**config.mk**
```make
export PLATFORM = sky130hd
export DESIGN_NAME = gap_synced_servo_frame_deframer
export DESIGN_NICKNAME = d
export VERILOG_FILES = /design/src/hdl/gssfd_pkg.sv /design/src/hdl/gssfd_frame_tracker.sv /design/src/hdl/gssfd_scaler.sv /design/src/hdl/gap_synced_servo_frame_deframer.sv
export SDC_FILE = /design/constraint.sdc
export NUM_CORES = 1
export LEC_CHECK = 0
export BUFFER_PORTS_ARGS = -buffer_cell sky130_fd_sc_hd__buf_2
export CAP_MARGIN = 0
export CELL_PAD_IN_SITES_DETAIL_PLACEMENT = 0
export CELL_PAD_IN_SITES_GLOBAL_PLACEMENT = 1
export CORE_UTILIZATION = 49
export CTS_CLUSTER_SIZE = 10
export DETAILED_ROUTE_END_ITERATION = 7
export PLACE_DENSITY = 0.82
export SYNTH_ARGS = -nofsm -noshare
export SYNTH_HDL_FRONTEND = slang
export SYNTH_SLANG_ARGS = --single-unit
export TNS_END_PERCENT = 1
```
**constraint.sdc**
```tcl
create_clock -name i_clk -period 7.3 [get_ports i_clk]
set_input_delay 0.73 -clock i_clk [delete_from_list [all_inputs] [get_ports i_clk]]
set_output_delay 0.73 -clock i_clk [all_outputs]
set_load 0.02 [all_outputs]
```
**src/hdl/gssfd_pkg.sv**
```systemverilog
// gssfd_pkg: shared types and constants for the gap synced servo frame deframer
// no dependencies; used by every module of the block by scoped names
package gssfd_pkg;

    // field and register widths
    localparam int BYTE_W    = 8;
    localparam int TIME_W    = 16;
    localparam int POS_W     = 6;
    localparam int DONE_W    = 5;
    localparam int INDEX_W   = 4;
    localparam int FRAME_W   = 8;
    localparam int RAW_W     = 16;
    localparam int GAIN_W    = 10;
    localparam int VALUE_W   = 26;
    localparam int CFG_IDX_W = 1;
    localparam int CFG_DATA_W = 16;

    // last byte position of a frame; the position counter saturates here
    localparam logic [POS_W-1:0] BUFFER_LAST = 6'd49;

    // reset values of the configuration registers
    localparam logic [TIME_W-1:0] RESET_THRESHOLD = 16'd500;
    localparam logic [GAIN_W-1:0] RESET_GAIN      = 10'd1;

    // header flag bit positions
    localparam int HDR_FAST_OFF_BIT = 1;
    localparam int HDR_FAILSAFE_BIT = 2;

    // configuration register indexes
    typedef enum logic [CFG_IDX_W-1:0] {
        CFG_GAP_THRESHOLD = 1'b0,
        CFG_CHANNEL_GAIN  = 1'b1
    } t_cfg_index;

    // one decoded channel before gain scaling
    typedef struct packed {
        logic signed [RAW_W-1:0]  raw;
        logic [INDEX_W-1:0]       index;
        logic                     rapid_mode_off;
        logic                     failsafe_request;
        logic [FRAME_W-1:0]       frame_number;
        logic                     last_channel;
    } t_chan_item;

endpackage

```
**src/hdl/gssfd_frame_tracker.sv**
```systemverilog
// gssfd_frame_tracker: gap detection, byte position and channel assembly state
// depends on gssfd_pkg
module gssfd_frame_tracker #(
    parameter int NUM_CHANNELS = 16
) (
    input  logic                              i_clk,
    input  logic                              i_rst_n,
    input  logic                              i_fire,
    input  logic [gssfd_pkg::BYTE_W-1:0]      i_rx_byte,
    input  logic [gssfd_pkg::TIME_W-1:0]      i_arrival_time_us,
    input  logic [gssfd_pkg::TIME_W-1:0]      i_gap_threshold_us,
    output logic                              o_emit,
    output gssfd_pkg::t_chan_item             o_item
);

    localparam logic [gssfd_pkg::DONE_W-1:0] MAX_DONE =
        gssfd_pkg::DONE_W'(NUM_CHANNELS);
    localparam logic [gssfd_pkg::DONE_W-1:0] LAST_IDX =
        gssfd_pkg::DONE_W'(NUM_CHANNELS - 1);

    logic [gssfd_pkg::TIME_W-1:0]  r_prev_time;
    logic [gssfd_pkg::POS_W-1:0]   r_pos;
    logic [gssfd_pkg::BYTE_W-1:0]  r_header;
    logic [gssfd_pkg::BYTE_W-1:0]  r_low;
    logic [gssfd_pkg::DONE_W-1:0]  r_done;
    logic [gssfd_pkg::FRAME_W-1:0] r_frame;

    logic [gssfd_pkg::TIME_W-1:0]  gap;
    logic                          new_frame;
    logic [gssfd_pkg::POS_W-1:0]   pos_cur;
    logic [gssfd_pkg::DONE_W-1:0]  done_cur;
    logic [gssfd_pkg::FRAME_W-1:0] n_frame;
    logic [gssfd_pkg::POS_W-1:0]   n_pos;
    logic                          is_header;
    logic                          is_low;

    always_comb begin
        gap       = i_arrival_time_us - r_prev_time;
        new_frame = gap > i_gap_threshold_us;
        pos_cur   = new_frame ? '0 : r_pos;
        done_cur  = new_frame ? '0 : r_done;
        n_frame   = r_frame + gssfd_pkg::FRAME_W'(new_frame);
        n_pos     = (pos_cur < gssfd_pkg::BUFFER_LAST) ? pos_cur + 1'b1 : pos_cur;
        is_header = pos_cur == '0;
        is_low    = !is_header && pos_cur[0];
        o_emit    = !is_header && !is_low && (done_cur < MAX_DONE);

        o_item.raw               = {i_rx_byte, r_low};
        o_item.index             = done_cur[gssfd_pkg::INDEX_W-1:0];
        o_item.rapid_mode_off    = r_header[gssfd_pkg::HDR_FAST_OFF_BIT];
        o_item.failsafe_request  = r_header[gssfd_pkg::HDR_FAILSAFE_BIT];
        o_item.frame_number      = n_frame;
        o_item.last_channel      = done_cur == LAST_IDX;
    end

    always_ff @(posedge i_clk) begin
        if (!i_rst_n) begin
            r_prev_time <= '0;
            r_pos       <= '0;
            r_header    <= '0;
            r_low       <= '0;
            r_done      <= '0;
            r_frame     <= '0;
        end else if (i_fire) begin
            r_prev_time <= i_arrival_time_us;
            r_pos       <= n_pos;
            r_frame     <= n_frame;
            if (is_header) begin
                r_header <= i_rx_byte;
            end
            if (is_low) begin
                r_low <= i_rx_byte;
            end
            r_done <= o_emit ? done_cur + 1'b1 : done_cur;
        end
    end

endmodule

```
**src/hdl/gssfd_scaler.sv**
```systemverilog
// gssfd_scaler: gain multiply and result register of the output channel
// depends on gssfd_pkg
module gssfd_scaler (
    input  logic                                 i_clk,
    input  logic                                 i_rst_n,
    input  logic                                 i_load,
    input  gssfd_pkg::t_chan_item                i_item,
    input  logic [gssfd_pkg::GAIN_W-1:0]         i_gain,
    input  logic                                 i_out_ready,
    output logic                                 o_out_valid,
    output logic [gssfd_pkg::INDEX_W-1:0]        o_channel_index,
    output logic signed [gssfd_pkg::VALUE_W-1:0] o_channel_value,
    output logic                                 o_rapid_mode_off,
    output logic                                 o_failsafe_request,
    output logic [gssfd_pkg::FRAME_W-1:0]        o_frame_number,
    output logic                                 o_last_channel
);

    localparam int PROD_W = gssfd_pkg::RAW_W + gssfd_pkg::GAIN_W + 1;

    logic                         r_valid;
    logic signed [PROD_W-1:0]     product;
    logic signed [gssfd_pkg::GAIN_W:0] gain_s;

    assign gain_s  = $signed({1'b0, i_gain});
    assign product = PROD_W'(i_item.raw) * PROD_W'(gain_s);

    always_ff @(posedge i_clk) begin
        if (!i_rst_n) begin
            r_valid <= 1'b0;
        end else if (i_load) begin
            r_valid <= 1'b1;
        end else if (i_out_ready) begin
            r_valid <= 1'b0;
        end
    end

    // payload carries no reset
    always_ff @(posedge i_clk) begin
        if (i_load) begin
            o_channel_index     <= i_item.index;
            o_channel_value     <= product[gssfd_pkg::VALUE_W-1:0];
            o_rapid_mode_off    <= i_item.rapid_mode_off;
            o_failsafe_request  <= i_item.failsafe_request;
            o_frame_number      <= i_item.frame_number;
            o_last_channel      <= i_item.last_channel;
        end
    end

    assign o_out_valid = r_valid;

endmodule

```
**src/hdl/gap_synced_servo_frame_deframer.sv**
```systemverilog
// gap_synced_servo_frame_deframer: top level, input register, channel stage, config
// depends on gssfd_pkg, gssfd_frame_tracker, gssfd_scaler
//
// channel | handshake                   | payload
// --------+-----------------------------+------------------------------------------
// in      | i_in_valid / o_in_ready     | i_rx_byte, i_arrival_time_us
// out     | o_out_valid / i_out_ready   | o_channel_index, o_channel_value, flags,
//         |                             | o_frame_number, o_last_channel
// cfg     | i_cfg_we (no wait)          | i_cfg_index, i_cfg_data
//
// one byte per cycle sustained while the output does not stall; three register stages
// (input, channel, result); the input register loads at the transfer edge, and the
// byte then passes through the channel stage and the result register in turn
// the frame state updates once per byte as it leaves the input register
// reset is synchronous: frame state and all stage valids are cleared, the
// configuration registers take their reset values
// a stall on the output backs up stage by stage; each stage loads whenever
// the one after it is empty or moving, so no bubble appears under full flow
module gap_synced_servo_frame_deframer #(
    parameter int NUM_CHANNELS = 16
) (
    input  logic                                   i_clk,
    input  logic                                   i_rst_n,
    // input channel
    input  logic                                   i_in_valid,
    output logic                                   o_in_ready,
    input  logic [gssfd_pkg::BYTE_W-1:0]           i_rx_byte,
    input  logic [gssfd_pkg::TIME_W-1:0]           i_arrival_time_us,
    // output channel
    output logic                                   o_out_valid,
    input  logic                                   i_out_ready,
    output logic [gssfd_pkg::INDEX_W-1:0]          o_channel_index,
    output logic signed [gssfd_pkg::VALUE_W-1:0]   o_channel_value,
    output logic                                   o_rapid_mode_off,
    output logic                                   o_failsafe_request,
    output logic [gssfd_pkg::FRAME_W-1:0]          o_frame_number,
    output logic                                   o_last_channel,
    // configuration write port
    input  logic                                   i_cfg_we,
    input  logic [gssfd_pkg::CFG_IDX_W-1:0]        i_cfg_index,
    input  logic [gssfd_pkg::CFG_DATA_W-1:0]       i_cfg_data
);

    // configuration registers
    logic [gssfd_pkg::TIME_W-1:0] r_gap_threshold;
    logic [gssfd_pkg::GAIN_W-1:0] r_gain;

    // input register stage
    logic                          r_in_valid;
    logic [gssfd_pkg::BYTE_W-1:0]  r_rx_byte;
    logic [gssfd_pkg::TIME_W-1:0]  r_arrival_time;

    // channel stage between tracker and scaler
    logic                          r_chan_valid;
    gssfd_pkg::t_chan_item         r_chan_item;

    logic                          out_free;
    logic                          chan_free;
    logic                          byte_fire;
    logic                          emit;
    gssfd_pkg::t_chan_item         item;

    always_ff @(posedge i_clk) begin
        if (!i_rst_n) begin
            r_gap_threshold <= gssfd_pkg::RESET_THRESHOLD;
            r_gain          <= gssfd_pkg::RESET_GAIN;
        end else if (i_cfg_we) begin
            case (gssfd_pkg::t_cfg_index'(i_cfg_index))
                gssfd_pkg::CFG_GAP_THRESHOLD: begin
                    r_gap_threshold <= i_cfg_data[gssfd_pkg::TIME_W-1:0];
                end
                gssfd_pkg::CFG_CHANNEL_GAIN: begin
                    r_gain <= i_cfg_data[gssfd_pkg::GAIN_W-1:0];
                end
                default: begin
                end
            endcase
        end
    end

    // stage advance: a stage may load when it is empty or its content moves on
    assign out_free   = !o_out_valid || i_out_ready;
    assign chan_free  = !r_chan_valid || out_free;
    assign byte_fire  = r_in_valid && chan_free;
    assign o_in_ready = !r_in_valid || chan_free;

    always_ff @(posedge i_clk) begin
        if (!i_rst_n) begin
            r_in_valid <= 1'b0;
        end else if (o_in_ready) begin
            r_in_valid <= i_in_valid;
        end
    end

    // input payload, no reset
    always_ff @(posedge i_clk) begin
        if (i_in_valid && o_in_ready) begin
            r_rx_byte      <= i_rx_byte;
            r_arrival_time <= i_arrival_time_us;
        end
    end

    gssfd_frame_tracker #(
        .NUM_CHANNELS(NUM_CHANNELS)
    ) u_tracker (
        .i_clk              (i_clk),
        .i_rst_n            (i_rst_n),
        .i_fire             (byte_fire),
        .i_rx_byte          (r_rx_byte),
        .i_arrival_time_us  (r_arrival_time),
        .i_gap_threshold_us (r_gap_threshold),
        .o_emit             (emit),
        .o_item             (item)
    );

    // bytes that decode no channel (header, low bytes, past the limit) drop here
    always_ff @(posedge i_clk) begin
        if (!i_rst_n) begin
            r_chan_valid <= 1'b0;
        end else if (chan_free) begin
            r_chan_valid <= byte_fire && emit;
        end
    end

    always_ff @(posedge i_clk) begin
        if (chan_free) begin
            r_chan_item <= item;
        end
    end

    gssfd_scaler u_scaler (
        .i_clk               (i_clk),
        .i_rst_n             (i_rst_n),
        .i_load              (r_chan_valid && out_free),
        .i_item              (r_chan_item),
        .i_gain              (r_gain),
        .i_out_ready         (i_out_ready),
        .o_out_valid         (o_out_valid),
        .o_channel_index     (o_channel_index),
        .o_channel_value     (o_channel_value),
        .o_rapid_mode_off    (o_rapid_mode_off),
        .o_failsafe_request  (o_failsafe_request),
        .o_frame_number      (o_frame_number),
        .o_last_channel      (o_last_channel)
    );

endmodule

```
==> results by group, run 1 <==
GRT
  – Number of global-route vias before repair: roughly 9200
  – First-pass GRT wire length: 44600 µm
  – Most utilized layer in the global route result: met2
  – Grt total ovfl: 0
  – Routing usage on met3: 0.0332
  – Largest net degree at the start of global routing: 52
  – Total GRT Usage: 0.202
  – Initial antenna violation count: 0
  – Met1 usage: 0.263
  – Grt met2 use: 0.347

Clock tree
  – Insertion delay to the later sink of the worst-skew pair: about 0.44 ns
  – Resized Gates After CTS: 0
  – H-tree depth: 4
  – Num CTS Buffers: 17
  – Post-CTS Setup Bufs: 0
  – CTS Root Cell: clkbuf_16
  – Clock Sinks: 170
  – CTS tree: built
  – Hold buffers post-CTS: 0
  – Clock buffer depth: 2
  – Worst-path clk slew: roughly 0.08 ns

Place
  – Gpl congestion: approximately 0.86
  – IO Port Bufs: a little under 90
  – Detailed Place HPWL: 19900 µm

Routing
  – Final wirelength: about 26000 µm
  – 1st-iter DRT viols: between 500 and 600
  – Post-DRT Antenna Nets: 0
  – Vias per std cell: between 5 and 6
  – # DRC: 10
  – Drt pass-1 iters: 7
  – Drt wl/cell: roughly 15 µm
  – Vias: between 9000 and 10000

Logic synthesis
  – Asr flop ratio synth: 0
  – Number of synthesized flops with an enable pin: 96
  – Syn Area/Cell: about 9.7 µm²
  – Sequential share of the synthesized area: 0.332
  – Top FF cell, synth: edfxtp_1
  – Yosys reg bits: 170
  – Number of synthesis warnings: 0
  – Post-synthesis cell type count: just under 60
  – Syn Nets: around 1600
  – Mapped Area: approximately 0.013 mm²
  – Post-synthesis cell count: 1347

Critical path
  – Buf/Inv on CP: 4
  – Worst r2r src: r_gain[3]
  – Cell depth of the worst flop-to-flop path: 17
  – Crit path max-delay cell type: dfxtp_1
  – Startpoint Class: register
  – Reg2Reg Setup Slack: about 1.4 ns
  – CP Data Required Time: about 7.5 ns
  – Setup Crit Path Kind: reg2reg
  – Most frequent CP cell: fa_1
  – Reg2reg end: u_scaler.o_channel_value[25]
  – CP Capture Type: register
  – CP max stage delay: ~0.70 ns
  – Arrival time worst endpoint: approximately 6.1 ns
  – Crit Path Max Fanout: 17
  – CP Cell Sequence: and2_1, inv_1, fa_1, inv_1, fa_1, fa_1, fa_1, inv_1, fa_1, inv_1, ha_1, nand4_1, nor4_1, a22o_1, o22a_1, a31oi_1, xnor2_1
  – CP delay by family, top: adder cells

Die
  – Ports: 89
  – Row cnt: 59
  – Area of the core: about 0.026 mm²
  – Initial core utilization: 0.501
  – Area of the die: 0.0274 mm²
  – Die width: between 150 and 200 µm
  – Die H: 166 µm

Hold path
  – Worst Min Path Start: r_chan_item[5]
  – HP Class: reg2reg
  – Hold path depth: 0
  – Hold EP: u_scaler.o_frame_number[4]

Timing
  – Final Max Tran Viols: 0
  – Slew @ Worst Pin: 1.05 ns
  – Clk_skew: 0.0194 ns
  – Hold Slack: 0.422 ns
  – Setup Viol. Count Final: 0
  – Fin crit share: 0.804
  – Max_slew headroom: 0.297
  – Minimum clock period: 5.87 ns
  – Setup TNS: 0 ns
  – FMAX: around 0.17 GHz
  – RSZ-0062 raised after global routing: no
  – Final Hold Viols: 0

Final layout
  – Antenna fix cells: 0
  – Nets: ~1700
  – Synth-to-Final Area Change: 10.3%
  – Layout cells sized above 1: 0.0963
  – Most frequent cells in the layout: inv_1 (237), nand2_1 (224), fa_1 (143)
  – Most common cell after layout, fill and taps aside: inv_1

Power
  – P per Cell Area: 194 mW/mm²
  – Worst vdd ir: ~160 µV
  – LEAKAGE: ~6.6 nW

Job
  – Max-cap viol count: 0

Run status
  – Failing checks: design-rule violations
  – Status: complete, but fails checks
## logic make-up (layout without fill, tap and decap cells)
group | after synthesis | after routing | synth area share
DFF | 170 | 170 | 0.332
muxes | 13 | 13 | 0.00991
AOI/OAI and AO/OA | 172 | 172 | 0.0834
buffers and inverters | 290 | 365 | 0.0829
and+or+nand+nor | 413 | 413 | 0.148
adders and majority gates | 239 | 239 | 0.310
xor gates and xnor gates | 50 | 50 | 0.0334
## Yosys cell counts (2+ instances only)
library cell | number | area share
a21boi_0 | 3 | 0.0017
inv_2 | 2 | 0.00057
a31oi_1 | 8 | 0.0038
nor3_1 | 5 | 0.0019
o21ai_0 | 25 | 0.0095
mux2i_1 | 13 | 0.0099
o2111ai_1 | 2 | 0.0013
a21o_1 | 13 | 0.0074
dfxtp_1 | 74 | 0.11
nand2_1 | 224 | 0.064
nand4_1 | 6 | 0.0029
nor4_1 | 6 | 0.0029
inv_1 | 237 | 0.068
o21a_1 | 11 | 0.0063
clkbuf_1 | 51 | 0.015
fa_1 | 143 | 0.22
or3_1 | 5 | 0.0024
edfxtp_1 | 96 | 0.22
nand3_1 | 15 | 0.0057
nand2b_1 | 4 | 0.0019
or4_1 | 4 | 0.0023
a2111o_1 | 2 | 0.0017
and2_1 | 82 | 0.039
a211oi_1 | 3 | 0.0017
nand3b_1 | 3 | 0.0017
and3_1 | 4 | 0.0019
o211ai_1 | 15 | 0.0086
and4_1 | 5 | 0.0033
o32ai_1 | 2 | 0.0013
xor2_1 | 14 | 0.0093
o31ai_1 | 2 | 0.0011
nor2b_1 | 9 | 0.0043
nor3b_1 | 2 | 0.0011
ha_1 | 96 | 0.091
a211o_1 | 2 | 0.0013
a22o_1 | 2 | 0.0013
xnor2_1 | 36 | 0.024
nor2_1 | 33 | 0.0094
a21oi_1 | 69 | 0.026
## sequential cells by signal, indices dropped and copies added, names as in the netlist
register	count
u_scaler.o_last_channel	1
r_chan_item	31
r_rx_byte	8
u_tracker.r_low	8
r_chan_valid	1
u_scaler.o_out_valid	1
r_in_valid	1
u_tracker.r_frame	8
u_scaler.o_rapid_mode_off	1
u_tracker.r_header	2
u_tracker.r_prev_time	16
u_scaler.o_frame_number	8
r_gain	10
u_scaler.o_channel_value	26
u_tracker.r_done	5
r_gap_threshold	16
u_scaler.o_channel_index	4
u_scaler.o_failsafe_request	1
r_arrival_time	16
u_tracker.r_pos	6
## power by group
| part | internal (mW) | total (mW) | switching (mW) |
|---|---|---|---|
| Sequential | 1.07 | 1.11 | 0.0415 |
| Combinational | 0.308 | 0.729 | 0.421 |
| Clock | 0.499 | 0.960 | 0.461 |
## layer usage
metal | vias up | routed length (µm)
li1 | 4442 | -
met1 | 4355 | 12300
met2 | 194 | 12700
met3 | 35 | 982
met4 | 0 | 452
met5 | - | 0
## how the worst max path moves through the flow
stage	from	end	slack, ns	cells past startpoint
global route	r_gain[3]	u_scaler.o_channel_value[25]	1.05	17
finish	r_gain[3]	u_scaler.o_channel_value[25]	1.43	17
global placement	r_gain[2]	u_scaler.o_channel_value[20]	1.58	17
floorplan	r_gain[2]	u_scaler.o_channel_value[20]	1.75	19
CTS	r_gain[3]	u_scaler.o_channel_value[25]	1.43	17
detailed placement	r_gain[3]	u_scaler.o_channel_value[25]	1.43	17
## metrics by stage
step                utilization  setup slack, ns  power (mW)  cells  area (µm²)
floorplan                     -             1.75        1.70   1347       13100
global placement          0.529             1.58        1.85   1725       13900
detailed placement        0.529             1.43        1.87   1725       13900
CTS                       0.552             1.43        2.84   1757       14500
global route              0.552             1.05        2.98   1757       14500
finish                    0.552             1.43        2.80   1757       14500
## final cells by class
| cell class | instances | area, µm² |
|---|---|---|
| clock buffer | 17 | 425 |
| clock inverter | 15 | 196 |
| fill | 2339 | 11700 |
| inverter | 239 | 897 |
| multi-input combinational | 887 | 7690 |
| sequential | 170 | 4360 |
| tap | 335 | 419 |
| timing repair buffer | 94 | 485 |
(Power assumes the default switching activity.)
==> run 2: changes to the inputs <==
- CORE_UTILIZATION: 49 -> 44
- PLACE_DENSITY: 0.82 -> 0.78
- clock period: 7.3 -> 5.1 ns (I/O delays scaled with it)
==> run 2 against run 1 <==
First-iteration DRC count decreased by 19%; flip-flop and latch count unchanged; count of clock-buffer cells in the layout increased by 4; total power increased by 49%; wire length increased by 4.4%; global-route usage decreased by 1.2 points; clock skew decreased by 0.0056 ns; clock power increased by 30%; sequential share of layout area decreased by 2.7 points; critical path type unchanged; non-clock buffer count increased by 146; worst hold slack got worse by 0.17 ns; core utilization decreased by 0.28 points; critical endpoint is now u_scaler.o_channel_value[20]; the flow finishes with violations (negative setup slack).
==> results by group, run 2 (synthesis gave the netlist of run 1 again) <==
Clock tree
  – CTS tree: built
  – Num CTS Buffers: 17 (unchanged)
  – CTS Root Cell: clkbuf_16
  – Insertion delay to the later sink of the worst-skew pair: 0.43 ns (about the same)
  – Hold buffers post-CTS: 0 (unchanged)
  – Worst-path clk slew: 0.07 ns (about the same)
  – H-tree depth: 4 (unchanged)
  – Clock buffer depth: 2 (unchanged)
  – Clock Sinks: 170 (unchanged)

Timing
  – Final Max Tran Viols: 0 (unchanged)
  – Fin crit share: 1.02 (+0.220)
  – Minimum clock period: 5.22 ns (-0.644 ns)
  – Hold Slack: 0.249 ns (-0.173 ns)
  – RSZ-0062 raised after global routing: yes
  – Setup Viol. Count Final: 6 (+6)
  – Clk_skew: 0.0138 ns (-0.00557 ns)
  – Final Hold Viols: 0 (unchanged)
  – FMAX: 0.191 GHz (+12%)
  – Max_slew headroom: 0.304 (+0.00705)
  – Worst Setup Slack, final: -0.123 ns (-1.56 ns)
  – Slew @ Worst Pin: 1.04 ns (-0.0105 ns)

Final layout
  – Nets: 1840 (+8.6%)
  – Antenna fix cells: 0 (unchanged)
  – Post-route cell area: 0.0159 mm² (+10%)
  – Final Non-Filler Cells: 1952 (+11%)
  – Biggest regs: r_chan_item (31), u_scaler.o_channel_value (26)
  – Most frequent cells in the layout: inv_1 (232), nand2_1 (220), buf_4 (142)
  – Synth-to-Final Area Change: 21.5%
  – Most common cell after layout, fill and taps aside: inv_1
  – Largest register by flop count: r_chan_item
  – Largest register FFs: 31 (unchanged)
  – Layout cells sized above 1: 0.214 (+0.117)

Place
  – Gpl congestion: 0.925 (+7.5%)
  – IO Port Bufs: 88 (unchanged)
  – Placement Cell Area: 0.0150 mm² (+8.1%)
  – Detailed Place HPWL: 21900 µm (+10%)
  – Dpl cells: 1902 (+10%)

Power
  – Pint: 2.87 mW (+53%)
  – Clk network pwr share: 0.298 (-0.044)
  – Flop pwr share: 0.378 (-0.019)
  – Worst vdd ir: 240 µV (+49%)
  – Gate power share: 0.324 (+0.064)
  – Total net switching power: 1.32 mW (+43%)
  – Switching Share: 0.315 (-0.0144)
  – P per Cell Area: 262 mW/mm² (+36%)
  – LEAKAGE: 7.34 nW (+11%)

Routing
  – Vias per std cell: 4.80 (-6.6%)
  – Post-DRT Antenna Nets: 0 (unchanged)
  – # DRC: 0 (-10)
  – Final wirelength: 27600 µm (+4.4%)
  – Vias: 9361 (+3.7%)
  – Drt wl/cell: 14.1 µm (-6.0%)
  – 1st-iter DRT viols: 477 (-19%)
  – Drt pass-1 iters: 6 (-1)

Critical path
  – Setup Crit Path Kind: reg2reg
  – CP Data Required Time: 5.28 ns (-2.20 ns)
  – CP max stage delay: 0.58 ns (-0.12 ns)
  – Buf/Inv on CP: 4 (unchanged)
  – CP delay by family, top: adder cells
  – Startpoint Class: register
  – Most frequent CP cell: fa_1
  – Arrival time worst endpoint: 5.41 ns (-0.64 ns)
  – Crit Path Max Fanout: 3 (-14)
  – Crit path max-delay cell type: fa_1
  – CP Cell Sequence: and2_4, fa_1, inv_2, fa_1, inv_1, fa_1, fa_1, inv_1, fa_1, inv_2, ha_4, a211oi_2, nor2_1, or4_4, o21ba_4, nor3b_2, o221a_2, xor2_1
  – CP Capture Type: register

Run status
  – Failing checks: negative setup slack
  – Status: complete, but fails checks

Die
  – Row cnt: 62 (+5.1%)
  – Area of the die: 0.0305 mm² (+11%)
  – Area of the core: 0.0290 mm² (+11%)
  – Initial core utilization: 0.452 (-0.0485)
  – Die H: 175 µm (+5.5%)
  – Ports: 89 (unchanged)
  – Die width: 175 µm (+5.5%)

GRT
  – Total GRT Usage: 0.190 (-0.0119)
  – Number of global-route vias before repair: 9644 (+4.7%)
  – Largest net degree at the start of global routing: 52 (unchanged)
  – Grt total ovfl: 0 (unchanged)
  – First-pass GRT wire length: 46500 µm (+4.4%)
  – Initial antenna violation count: 0 (unchanged)

Job
  – Max-cap viol count: 0 (unchanged)

Hold path
  – HP Class: in2reg
[run 2: layer usage]
metal	global-route usage	up-vias	wire length [µm]
li1	-	4725	-
met1	0.245	4502	12900
met2	0.338	115	13800
met3	0.0248	19	664
met4	0.0417	0	254
met5	0	-	0
[run 2: path summary, 6_finish.rpt]
check	start	to	slack, ns	cells after the start
setup / recovery	r_chan_item[20]	u_scaler.o_channel_value[20]	-0.12	18
hold / removal	i_arrival_time_us[13]	r_arrival_time[13]	0.25	1
setup reg to reg	r_chan_item[20]	u_scaler.o_channel_value[20]	-0.12	18
hold reg to reg	r_chan_item[10]	u_scaler.o_rapid_mode_off	0.41	0
[run 2: stage by stage]
step	utilization	setup TNS, ns	total power [mW]	worst slack (ns)
after global routing	0.550	-2.15	4.46	-0.308
final	0.550	-0.414	4.18	-0.123
after CTS	0.539	-0.540	4.14	-0.136
after floorplan	-	-0.175	2.44	-0.0762
after detailed placement	0.516	-1.93	2.88	-0.277
after global placement	0.516	-1.60	2.85	-0.235
[run 2: timing repair]
item	in CTS	in global routing
pin swaps	15	35
setup buffers	8	10
setup endpoints to repair	12	25
endpoints found under the hold margin	0	0
gates resized for setup	21	48
[run 2: area by class of cell]
cell class	instances	area, µm²
multi-input combinational	887	7980
clock inverter	11	80.1
timing repair buffer	240	1660
tap	384	480
inverter	239	897
fill	2641	13100
sequential	170	4370
clock buffer	21	470
[run 2: power groups by stage]
stage | combinational (mW) | sequential, mW | clock [mW]
finish | 1.36 | 1.58 | 1.25
global route | 1.53 | 1.59 | 1.34
CTS | 1.28 | 1.58 | 1.28
detailed placement | 1.26 | 1.61 | 0
global placement | 1.24 | 1.61 | 0
floorplan | 0.847 | 1.59 | 0
[run 2: worst reg2reg max path: cells and delay by family, from the launching register on]
family | cells | cell delay (ns)
adder cells (fa/ha/maj) | 6 | 2.74
AND/OR/NAND/NOR | 4 | 0.88
AO/OA/AOI/OAI | 3 | 0.62
flip-flops | 1 | 0.43
buffers and inverters | 4 | 0.21
XOR/XNOR | 1 | 0.13
